## src/rtl/rdc_pkg.sv

```systemverilog
// Shared constants, types and helpers for the radix digit converter.
package rdc_pkg;

  localparam int VALUE_WIDTH = 32;
  localparam int MAX_DIGITS  = 32;
  localparam int IN_WIDTH    = 32;
  localparam int BASE_WIDTH  = 6;
  localparam int DIGIT_WIDTH = 6;
  localparam int CHAR_WIDTH  = 7;
  localparam int BITCNT_W    = $clog2(VALUE_WIDTH);
  localparam int ADDR_W      = $clog2(MAX_DIGITS);
  localparam int COUNT_W     = $clog2(MAX_DIGITS + 1);

  localparam logic [BASE_WIDTH-1:0]  BASE_RESET   = BASE_WIDTH'(10);
  localparam logic [BASE_WIDTH-1:0]  BASE_MIN     = BASE_WIDTH'(2);
  localparam logic [BASE_WIDTH-1:0]  BASE_MAX     = BASE_WIDTH'(36);
  localparam logic [DIGIT_WIDTH-1:0] DECIMAL_LIM  = DIGIT_WIDTH'(10);
  localparam logic [CHAR_WIDTH-1:0]  ASCII_ZERO   = CHAR_WIDTH'(48);
  localparam logic [CHAR_WIDTH-1:0]  ASCII_LETTER = CHAR_WIDTH'(55);

  typedef enum logic [1:0] {
    ST_IDLE,
    ST_DIV,
    ST_EMIT_RD,
    ST_EMIT_OUT
  } state_t;

  // Divider status toward the controller
  typedef struct packed {
    logic                   done;
    logic                   quot_nz;
    logic [DIGIT_WIDTH-1:0] rem;
  } div_status_t;

  function automatic logic [CHAR_WIDTH-1:0] digit_to_ascii(input logic [DIGIT_WIDTH-1:0] d);
    if (d < DECIMAL_LIM) begin
      return CHAR_WIDTH'(d) + ASCII_ZERO;
    end
    return CHAR_WIDTH'(d) + ASCII_LETTER;
  endfunction

  function automatic logic [BASE_WIDTH-1:0] sat_base(input logic [BASE_WIDTH-1:0] b);
    if (b < BASE_MIN) begin
      return BASE_MIN;
    end
    if (b > BASE_MAX) begin
      return BASE_MAX;
    end
    return b;
  endfunction

endpackage

```

## src/rtl/radix_digit_converter_core.sv

```systemverilog
// Radix digit converter: value to base-k ASCII digit string, MSD first.
// Digits are produced LSD first by a bit-serial divider and stored, then read
//   back and emitted MSD first, one character at a time.
// A new value is taken only once the last character of the previous one has
//   been emitted; in_stall stays high while the block is busy.
// Reset (synchronous, rst_n low): controller idle, output empty, base = 10.
module radix_digit_converter_core (
  input  logic                               clk,
  input  logic                               rst_n,
  // configuration: base register
  input  logic                               cfg_valid,
  output logic                               cfg_ready,
  input  logic [rdc_pkg::BASE_WIDTH-1:0]     cfg_base,
  // input items
  input  logic                               in_valid,
  output logic                               in_stall,
  input  logic [rdc_pkg::IN_WIDTH-1:0]       in_value,
  // result items
  output logic                               out_valid,
  input  logic                               out_stall,
  output logic [rdc_pkg::CHAR_WIDTH-1:0]     out_char_code,
  output logic                               out_last
);
  import rdc_pkg::*;

  state_t                 state_r, state_nxt;
  logic [BASE_WIDTH-1:0]  base_r;
  logic [BASE_WIDTH-1:0]  eff_base;
  logic [COUNT_W-1:0]     count_r, count_nxt;
  logic [ADDR_W-1:0]      idx_r, idx_nxt;
  logic                   out_valid_r, out_valid_nxt;
  logic [CHAR_WIDTH-1:0]  out_char_r, out_char_nxt;
  logic                   out_last_r, out_last_nxt;

  // divider hookup
  logic                   div_start;
  logic [VALUE_WIDTH-1:0] div_dividend;
  logic [VALUE_WIDTH-1:0] div_quot;
  div_status_t            div_st;

  // digit store hookup
  logic                   ram_we;
  logic [ADDR_W-1:0]      ram_waddr;
  logic [DIGIT_WIDTH-1:0] ram_wdata;
  logic [DIGIT_WIDTH-1:0] ram_rdata;

  logic                   in_acc;
  logic                   out_free;
  logic [VALUE_WIDTH-1:0] in_val_w;

  assign cfg_ready = (state_r == ST_IDLE);
  assign in_stall  = (state_r != ST_IDLE);
  assign in_acc    = in_valid && !in_stall;
  assign out_free  = !out_valid_r || !out_stall;
  assign in_val_w  = VALUE_WIDTH'(in_value);
  assign eff_base  = sat_base(base_r);

  // base register; only written while idle
  always_ff @(posedge clk) begin
    if (!rst_n) begin
      base_r <= BASE_RESET;
    end else if (cfg_valid && cfg_ready) begin
      base_r <= cfg_base;
    end
  end

  rdc_divider u_div (
    .clk      (clk),
    .rst_n    (rst_n),
    .start    (div_start),
    .dividend (div_dividend),
    .divisor  (eff_base),
    .quotient (div_quot),
    .status   (div_st)
  );

  rdc_digit_ram u_ram (
    .clk     (clk),
    .wr_en   (ram_we),
    .wr_addr (ram_waddr),
    .wr_data (ram_wdata),
    .rd_addr (idx_r),
    .rd_data (ram_rdata)
  );

  always_ff @(posedge clk) begin
    if (!rst_n) begin
      state_r     <= ST_IDLE;
      count_r     <= '0;
      idx_r       <= '0;
      out_valid_r <= 1'b0;
    end else begin
      state_r     <= state_nxt;
      count_r     <= count_nxt;
      idx_r       <= idx_nxt;
      out_valid_r <= out_valid_nxt;
    end
  end

  // output payload needs no reset
  always_ff @(posedge clk) begin
    out_char_r <= out_char_nxt;
    out_last_r <= out_last_nxt;
  end

  always_comb begin
    state_nxt     = state_r;
    count_nxt     = count_r;
    idx_nxt       = idx_r;
    div_start     = 1'b0;
    div_dividend  = div_quot;
    ram_we        = 1'b0;
    ram_waddr     = count_r[ADDR_W-1:0];
    ram_wdata     = div_st.rem;
    out_char_nxt  = out_char_r;
    out_last_nxt  = out_last_r;
    out_valid_nxt = out_valid_r && out_stall;

    unique case (state_r)
      ST_IDLE: begin
        if (in_acc) begin
          if (in_val_w == '0) begin
            // zero value: single '0' digit
            ram_we    = 1'b1;
            ram_waddr = '0;
            ram_wdata = '0;
            count_nxt = COUNT_W'(1);
            idx_nxt   = '0;
            state_nxt = ST_EMIT_RD;
          end else begin
            div_start    = 1'b1;
            div_dividend = in_val_w;
            count_nxt    = '0;
            state_nxt    = ST_DIV;
          end
        end
      end
      ST_DIV: begin
        if (div_st.done) begin
          // remainder is the next digit, LSD first
          ram_we    = 1'b1;
          count_nxt = count_r + 1'b1;
          if (div_st.quot_nz && (count_r < COUNT_W'(MAX_DIGITS - 1))) begin
            div_start = 1'b1;
          end else begin
            idx_nxt   = count_r[ADDR_W-1:0];
            state_nxt = ST_EMIT_RD;
          end
        end
      end
      ST_EMIT_RD: begin
        // read of idx_r lands next cycle
        state_nxt = ST_EMIT_OUT;
      end
      ST_EMIT_OUT: begin
        if (out_free) begin
          out_valid_nxt = 1'b1;
          out_char_nxt  = digit_to_ascii(ram_rdata);
          out_last_nxt  = (idx_r == '0);
          if (idx_r == '0) begin
            state_nxt = ST_IDLE;
          end else begin
            idx_nxt   = idx_r - 1'b1;
            state_nxt = ST_EMIT_RD;
          end
        end
      end
      default: begin
        state_nxt = ST_IDLE;
      end
    endcase
  end

  assign out_valid     = out_valid_r;
  assign out_char_code = out_char_r;
  assign out_last      = out_last_r;

endmodule

```

## src/rtl/rdc_divider.sv

```systemverilog
// Bit-serial restoring divider: one quotient bit per cycle by a 6-bit radix.
module rdc_divider (
  input  logic                                clk,
  input  logic                                rst_n,
  input  logic                                start,
  input  logic [rdc_pkg::VALUE_WIDTH-1:0]     dividend,
  input  logic [rdc_pkg::BASE_WIDTH-1:0]      divisor,
  output logic [rdc_pkg::VALUE_WIDTH-1:0]     quotient,
  output rdc_pkg::div_status_t                status
);
  import rdc_pkg::*;

  logic [VALUE_WIDTH-1:0] q_r;
  logic [DIGIT_WIDTH-1:0] rem_r, rem_nxt;
  logic [BITCNT_W-1:0]    cnt_r;
  logic                   busy_r, done_r, nz_r;
  logic [DIGIT_WIDTH:0]   trial;
  logic                   ge;

  always_comb begin
    trial   = {rem_r, q_r[VALUE_WIDTH-1]};
    ge      = trial >= {1'b0, divisor};
    rem_nxt = ge ? DIGIT_WIDTH'(trial - {1'b0, divisor}) : trial[DIGIT_WIDTH-1:0];
  end

  always_ff @(posedge clk) begin
    if (!rst_n) begin
      busy_r <= 1'b0;
      done_r <= 1'b0;
      nz_r   <= 1'b0;
      cnt_r  <= '0;
    end else begin
      done_r <= 1'b0;
      if (start) begin
        busy_r <= 1'b1;
        nz_r   <= 1'b0;
        cnt_r  <= '0;
      end else if (busy_r) begin
        nz_r  <= nz_r | ge;
        cnt_r <= cnt_r + 1'b1;
        if (cnt_r == BITCNT_W'(VALUE_WIDTH - 1)) begin
          busy_r <= 1'b0;
          done_r <= 1'b1;
        end
      end
    end
  end

  always_ff @(posedge clk) begin
    if (start) begin
      q_r   <= dividend;
      rem_r <= '0;
    end else if (busy_r) begin
      q_r   <= {q_r[VALUE_WIDTH-2:0], ge};
      rem_r <= rem_nxt;
    end
  end

  assign quotient       = q_r;
  assign status.done    = done_r;
  assign status.quot_nz = nz_r;
  assign status.rem     = rem_r;

endmodule

```

## src/rtl/rdc_digit_ram.sv

```systemverilog
// Digit store: one write port, one registered read port.
module rdc_digit_ram (
  input  logic                            clk,
  input  logic                            wr_en,
  input  logic [rdc_pkg::ADDR_W-1:0]      wr_addr,
  input  logic [rdc_pkg::DIGIT_WIDTH-1:0] wr_data,
  input  logic [rdc_pkg::ADDR_W-1:0]      rd_addr,
  output logic [rdc_pkg::DIGIT_WIDTH-1:0] rd_data
);
  import rdc_pkg::*;

  logic [DIGIT_WIDTH-1:0] mem [MAX_DIGITS];

  always_ff @(posedge clk) begin
    if (wr_en) begin
      mem[wr_addr] <= wr_data;
    end
  end

  always_ff @(posedge clk) begin
    rd_data <= mem[rd_addr];
  end

endmodule

```

## config.mk

```make
export PLATFORM = sky130hd
export DESIGN_NAME = radix_digit_converter_core
export DESIGN_NICKNAME = d
export VERILOG_FILES = /design/src/rtl/rdc_pkg.sv /design/src/rtl/radix_digit_converter_core.sv /design/src/rtl/rdc_divider.sv /design/src/rtl/rdc_digit_ram.sv
export SDC_FILE = /design/constraint.sdc
export NUM_CORES = 1
export LEC_CHECK = 0
export BUFFER_PORTS_ARGS = -buffer_cell sky130_fd_sc_hd__buf_4
export CAP_MARGIN = 20
export CORE_UTILIZATION = 45
export DETAILED_ROUTE_END_ITERATION = 10
export SYNTH_ARGS = -nofsm -noshare
export SYNTH_HDL_FRONTEND = slang
export SYNTH_SLANG_ARGS = --single-unit
export TNS_END_PERCENT = 20
```

## constraint.sdc

```tcl
create_clock -name clk -period 3.8 [get_ports clk]
set_input_delay 0.57 -clock clk [delete_from_list [all_inputs] [get_ports clk]]
set_output_delay 0.57 -clock clk [all_outputs]
set_load 0.1 [all_outputs]
```

---- After elaboration in Yosys (flattened, before gate mapping) ----
Memories as Yosys holds them, arrays and structs flattened. A register that Yosys moved wholly into a read port is not among the register bits.
Index checks and enable logic that the tools add are counted.
storage, ports and cells
  register bits after elaboration ......... 74
  memory bits (writable) .................. 192
  output and inout port bits .............. 11
  logic and storage cells ................. 122
  memories kept ........................... 1
operators by class
  $add $sub $neg .......................... 6
  magnitude comparators ................... 5
  equality and inequality tests ........... 13
  mux-type cells .......................... 59
  bitwise operators ....................... 3
  reductions and logical operators ........ 22
memories
  name       depth  width  read ports  clocked after Yosys merged registers in  wr ports  RTL line             RTL
  u_ram.mem  32     6      1           1                                        1         rdc_digit_ram.sv:12  logic [DIGIT_WIDTH-1:0] mem [MAX_DIGITS];
operators by type and width
  operator                                                    number
  two-way mux 32 bit                                          5
  two-way mux 6 bit                                           10
  two-way mux 5 bit                                           9
  zero test 32 bit                                            1
  two-way mux 1 bit                                           22
  case mux 5 bit (3 select lines)                             1
  adder 6 x 6 -> 7 bit, second input constant                 2
  two-way mux 7 bit                                           2
  two-way mux 2 bit                                           6
  case mux 6 bit (2 select lines)                             1
  != test 2 bit, second input constant                        5
  != test 2 x 1 -> 1 bit, second input constant               4
  case mux 2 bit (4 select lines)                             1
  AND reduction 4 bit                                         2
  >= comparator 7 x 6 -> 1 bit                                1
  AND reduction 7 bit                                         1
  adder 6 x 1 -> 6 bit, second input constant                 1
  greater-than comparator 6 bit, second input constant        1
  less-than comparator 6 x 2 -> 1 bit, second input constant  1
  less-than comparator 6 x 4 -> 1 bit, second input constant  1
  less-than comparator 6 x 5 -> 1 bit, second input constant  1
  nonzero test 2 bit                                          3
  subtractor 6 bit                                            1
  adder 5 x 1 -> 5 bit, second input constant                 1
  17 further kinds                                            25

---- Depth between registers and ports, before layout ----
  depth after elaboration ................. 8
  depth in mapped cells ................... 12
  gate-level depth less buffers ........... 11

---- Hierarchy ----
From an unflattened synthesis, not the netlist that was laid out.
second synthesis, totals
  cell total of the unflattened synthesis .. 741
  area, all modules ....................... 12109.1 µm²
modules (own cells, without submodules)
  module                      times used  cells an instance  area an instance (µm²)
  rdc_digit_ram               1           323                7589.8
  radix_digit_converter_core  1           241                2263.4
  rdc_divider                 1           177                2255.9

---- Worst setup path before layout ----
OpenSTA, ideal clock, no wires.
  kind .................................... reg-to-reg
  start point ............................. register state_r[1]
  end point ............................... register u_div.q_r[0], in the netlist u_div.quotient[0] (enable)
  library setup time ...................... 0.466 ns
  arrival time ............................ 4.534 ns
  data required time ...................... 3.334 ns
  slack ................................... -1.200 ns
  stages on the path, launching flop included .. 5
  path buffers ............................ 1
  period minus slack after synthesis ...... 5.000 ns
  cell sequence ........................... dfxtp_1 > buf_2 > nor2_1 > nand2_1 > o21ai_0
on the way
  elaborated cells on any way between the ends .. 12
RTL lines
  element                                                RTL line                           RTL
  from (decl)                                            radix_digit_converter_core.sv:26   state_t state_r, state_nxt;
  from (signal assigned)                                 radix_digit_converter_core.sv:93   state_r <= state_nxt;
  zero test 2 bit *                                      --
  named net cfg_ready                                    radix_digit_converter_core.sv:12   output logic cfg_ready,
  case mux 1 bit (2 select lines)                        radix_digit_converter_core.sv:119  unique case (state_r)
  != test 2 bit (no line), or another cell as far along  --
  AND reduction 4 bit (no line) *                        --
  to (signal assigned)                                   rdc_divider.sv:51                  q_r <= dividend;
  to (signal assigned)                                   rdc_divider.sv:54                  q_r <= {q_r[VALUE_WIDTH-2:0], ge};
  to (decl)                                              rdc_divider.sv:13                  logic [VALUE_WIDTH-1:0] q_r;
Mark *: on every way through the listed nets, which the timed path passes. The rest lies on a longest branch.
A chain may end at the register's enable or synchronous reset.

---- Worst setup path in the final report ----
  start point ............................. register state_r[0]
  end point ............................... memory u_ram.mem[12][5] (enable)
on the way
  longest elaborated chain between the ends .. 7
  elaborated cells on any way between the ends .. 11
ends and longest elaborated chain
  element                                  RTL line                           RTL
  nonzero test 2 bit                       radix_digit_converter_core.sv:52   assign in_stall = (state_r != ST_IDLE);
  zero test 1 bit                          radix_digit_converter_core.sv:53   assign in_acc = in_valid && !in_stall;
  logical AND 1 bit                        radix_digit_converter_core.sv:53
  two-way mux 1 bit                        radix_digit_converter_core.sv:121  if (in_acc) begin
  case mux 1 bit (2 select lines)          radix_digit_converter_core.sv:119
  two-way mux 1 bit                        rdc_digit_ram.sv:15                if (wr_en) begin
  two-way mux 1 bit (implied by the code)  rdc_digit_ram.sv:16                mem[wr_addr] <= wr_data;
  to (decl)                                rdc_digit_ram.sv:12
Several ways; a longest one is shown, not always the timed one.

==> impl_results.md <==
- CTS Root Cell: clkbuf_16
- Fin crit share: roughly 74%
- Final setup TNS: 0 ns
- Post-Syn Instances: 712
- Power Dens Cells: 564 nW/µm²
- Netlist cell types: 53
- DRC Markers: 0
- Core ar.: around 25000 µm²
- Fin Clk Skew: roughly 0.011 ns
- Area share of the largest cell type after synthesis: between 60% and 70%
- Die height: 162 µm
- Worst-path clk slew: ~0.07 ns
- Hold Buf Count CTS: 0
- I/O pin cnt: 54
- Routed wire per std cell: between 20 and 25 µm
- CP Data Arrival Time: between 2 and 3 ns
- CTS Buf Count: 28
- Drt initial violations: 360
- Max Cap Viol: 0
- Post-route ant nets: 0
- FF-to-FF path depth: 5
- Synth Area in Compound Gates: under 10%
- Post-synthesis adder-cell area fraction: approximately 1.6%
- Total Power: roughly 7.5 mW
- Mapped cell area: roughly 11000 µm²
- Die ar.: between 20000 and 30000 µm²
- Number of synthesized flops with an enable pin: roughly 230
- Clk_lat worst skew: between 0.5 and 0.6 ns
- Slew Viols, Final: 0
- Async set-reset flop share out of synthesis: 0%
- Syn_area_per_cell: about 16 µm²
- CTS tree: built
- Crit Path Max Fanout: 12
- IO Port Bufs: 53
- Final HPWL DP: about 16000 µm
- Worst-margin pin slew: about 0.77 ns
- Post-CTS Resized: 0
- Pin count of the biggest net entering global routing: 33
- Final Hold Viols: 0
- Final net count: around 830
- Mux cell area share after synthesis: between 15 and 20%
- Initial core utilization: approximately 46%
- Diode count: 0
- Row cnt: a little under 60
- Yosys top cell by area: edfxtp_1
- All-Layer GR Usage: a little under a fifth
- Dominant synthesized flop cell: edfxtp_1
- Initial antenna violation count: 0
- DP Worst Slack: around 0.8 ns
- Die width: 162 µm
- Setup ws final: 0.977 ns
- Status: finished, final reports clean
- Crit Path Category: flop to flop
- Fmax: around 350 MHz
- CP endpoint kind: flop
- Htree depth: 1
- Final setup fails: 0
- Share of layout cells above drive strength 1: a little over a quarter
- Layout area overhead: 15.9%
- Gr ovfl total: 0
- Post-DR vias/cell: 5.60
- Setup Buffers After CTS: 0
- Simple-Gate Fraction of Synth Area: 7.58%
- Final min period: 2.82 ns
- R2R setup slack: ~1 ns
- Inst Count DP: ~1100
- Placer Congestion: 0.777
- Required @ worst endpoint: between 3 and 4 ns
- Via count: approximately 6300
- Worst IR Drop VDD: ~0.36 mV
- Synthesis-stage register bit count: 272
- Routed wire length: between 20000 and 25000 µm
- Synth Net Count: 769
- Largest family of logic cells by synthesized area: multiplexers
- First-pass GRT wire length: approximately 37000 µm
- Hold depth: 3
- Leakage: between 4 and 5 nW
- Vias in the first global route: approximately 6600
- XOR/XNOR Fraction of Synth Area: 1.15%
- Largest cells by area after synthesis: edfxtp_1, mux4_2, dfxtp_1, mux2_2, mux2i_1
- Pre-antenna DRT Iters: 4
- CTS Buffer Depth: 3
- Finished Layout Cells: around 1100
- Worst slew margin: 48.7%
- Yosys warning count: 0
- Clock sinks: 272
- Crit path launch type: flop
- RSZ-0062 raised after global routing: false
- Min-Delay Path Class: primary input to flop
- Seq/Total Area, Yosys: around two thirds
## cells by family (layout without fill, tap and decap cells)
group	after synthesis	count (layout)
fa+ha+maj	14	14
simple gates	183	183
flops	272	272
buf+inv	54	139
mux	107	107
xor+xnor	15	15
compound gates	67	67
## sequential cells by signal (all words and copies together) (netlist names)
register        count
u_ram.rd_data       6
u_div.done_r        1
out_last            1
u_div.quotient     32
out_char_code       7
base_r              6
u_div.rem_r         6
out_valid           1
u_div.cnt_r         5
state_r             2
u_div.nz_r          1
u_ram.mem         192
u_div.busy_r        1
count_r             6
idx_r               5
## per-layer routing
| metal | global-route usage, % | vias to the layer above | share of wire (%) |
|---|---|---|---|
| li1 | - | 2917 | - |
| met1 | 24.5 | 3197 | 42 |
| met2 | 33.0 | 163 | 52 |
| met3 | 3.13 | 34 | 5.0 |
| met4 | 5.06 | 0 | 1.8 |
| met5 | 0 | - | 0 |
## layout by cell type (no fill, tap or decap), types with 3 or more instances in the layout
cell | Yosys | routed
nand3b_1 | 3 | 3
a211oi_1 | 3 | 3
o21a_1 | 10 | 10
nor3_1 | 12 | 11
nor2b_1 | 14 | 9
nand3_1 | 11 | 11
edfxtp_1 | 232 | 232
ha_1 | 13 | 13
o2111ai_1 | 3 | 3
a31oi_1 | 3 | 3
clkinvlp_4 | 0 | 4
nand2b_1 | 6 | 6
buf_4 | 8 | 71
a21oi_1 | 14 | 14
clkbuf_1 | 19 | 3
nor2_1 | 54 | 53
mux2_2 | 32 | 32
o21ai_0 | 10 | 9
nand4_1 | 7 | 7
inv_1 | 16 | 16
and3_1 | 4 | 4
or3_1 | 4 | 4
clkinv_2 | 0 | 6
a311oi_1 | 4 | 4
bufinv_16 | 0 | 7
nor4_1 | 11 | 11
mux2i_1 | 21 | 21
dfxtp_1 | 40 | 38
xor2_1 | 6 | 6
a22oi_1 | 6 | 6
nor2b_2 | 0 | 5
nand2_1 | 49 | 49
mux4_2 | 54 | 54
xnor2_1 | 9 | 9
clkbuf_16 | 0 | 29
## metrics by stage
step | instance area (µm²) | hold slack (ns) | util (%)
final | 13300 | 0.248 | 53.0
after global routing | 13300 | 0.247 | 53.0
after CTS | 13300 | 0.230 | 53.0
after detailed placement | 12200 | 0.467 | 48.9
after global placement | 12200 | 0.449 | 48.9
after floorplan | 11500 | 0.437 | -
## critical path: stages (launching register included)
cell and delay (ns):
dfxtp_1 0.54, nor2b_1 0.40, and2_1 0.31, nand2_1 0.17, or3_1 0.51, nor2_1 0.52
## layout make-up
cell class / instances / area (µm²)
Multi-Input combinational cell: 386 / 3470
Timing Repair Buffer: 72 / 538
Fill cell: 2005 / 11800
Inverter: 16 / 60.1
Tap cell: 330 / 413
Clock buffer: 32 / 737
Sequential cell: 272 / 7770
Clock inverter: 19 / 283
## Yosys cell counts, types with 8 or more instances
cell type  count
edfxtp_1     232
mux4_2        54
nor2_1        54
nand2_1       49
dfxtp_1       40
mux2_2        32
mux2i_1       21
clkbuf_1      19
inv_1         16
a21oi_1       14
nor2b_1       14
ha_1          13
nor3_1        12
nand3_1       11
nor4_1        11
o21a_1        10
o21ai_0       10
xnor2_1        9
buf_2          8
buf_4          8
## path summary, 6_finish.rpt
check                                        end   startpoint
worst max-delay path            u_ram.mem[12][5]   state_r[0]
worst min-delay path                   base_r[1]  cfg_base[1]
worst max register to register  u_ram.mem[12][5]   state_r[0]
worst min register to register         base_r[0]    base_r[0]
## power by group
group,switching [mW],internal (mW),leakage [nW]
combinational,0.550,0.314,1.43
clock,1.11,1.87,0.490
sequential,0.0822,3.56,2.47
No activity file was read; power rests on OpenSTA's default activity.
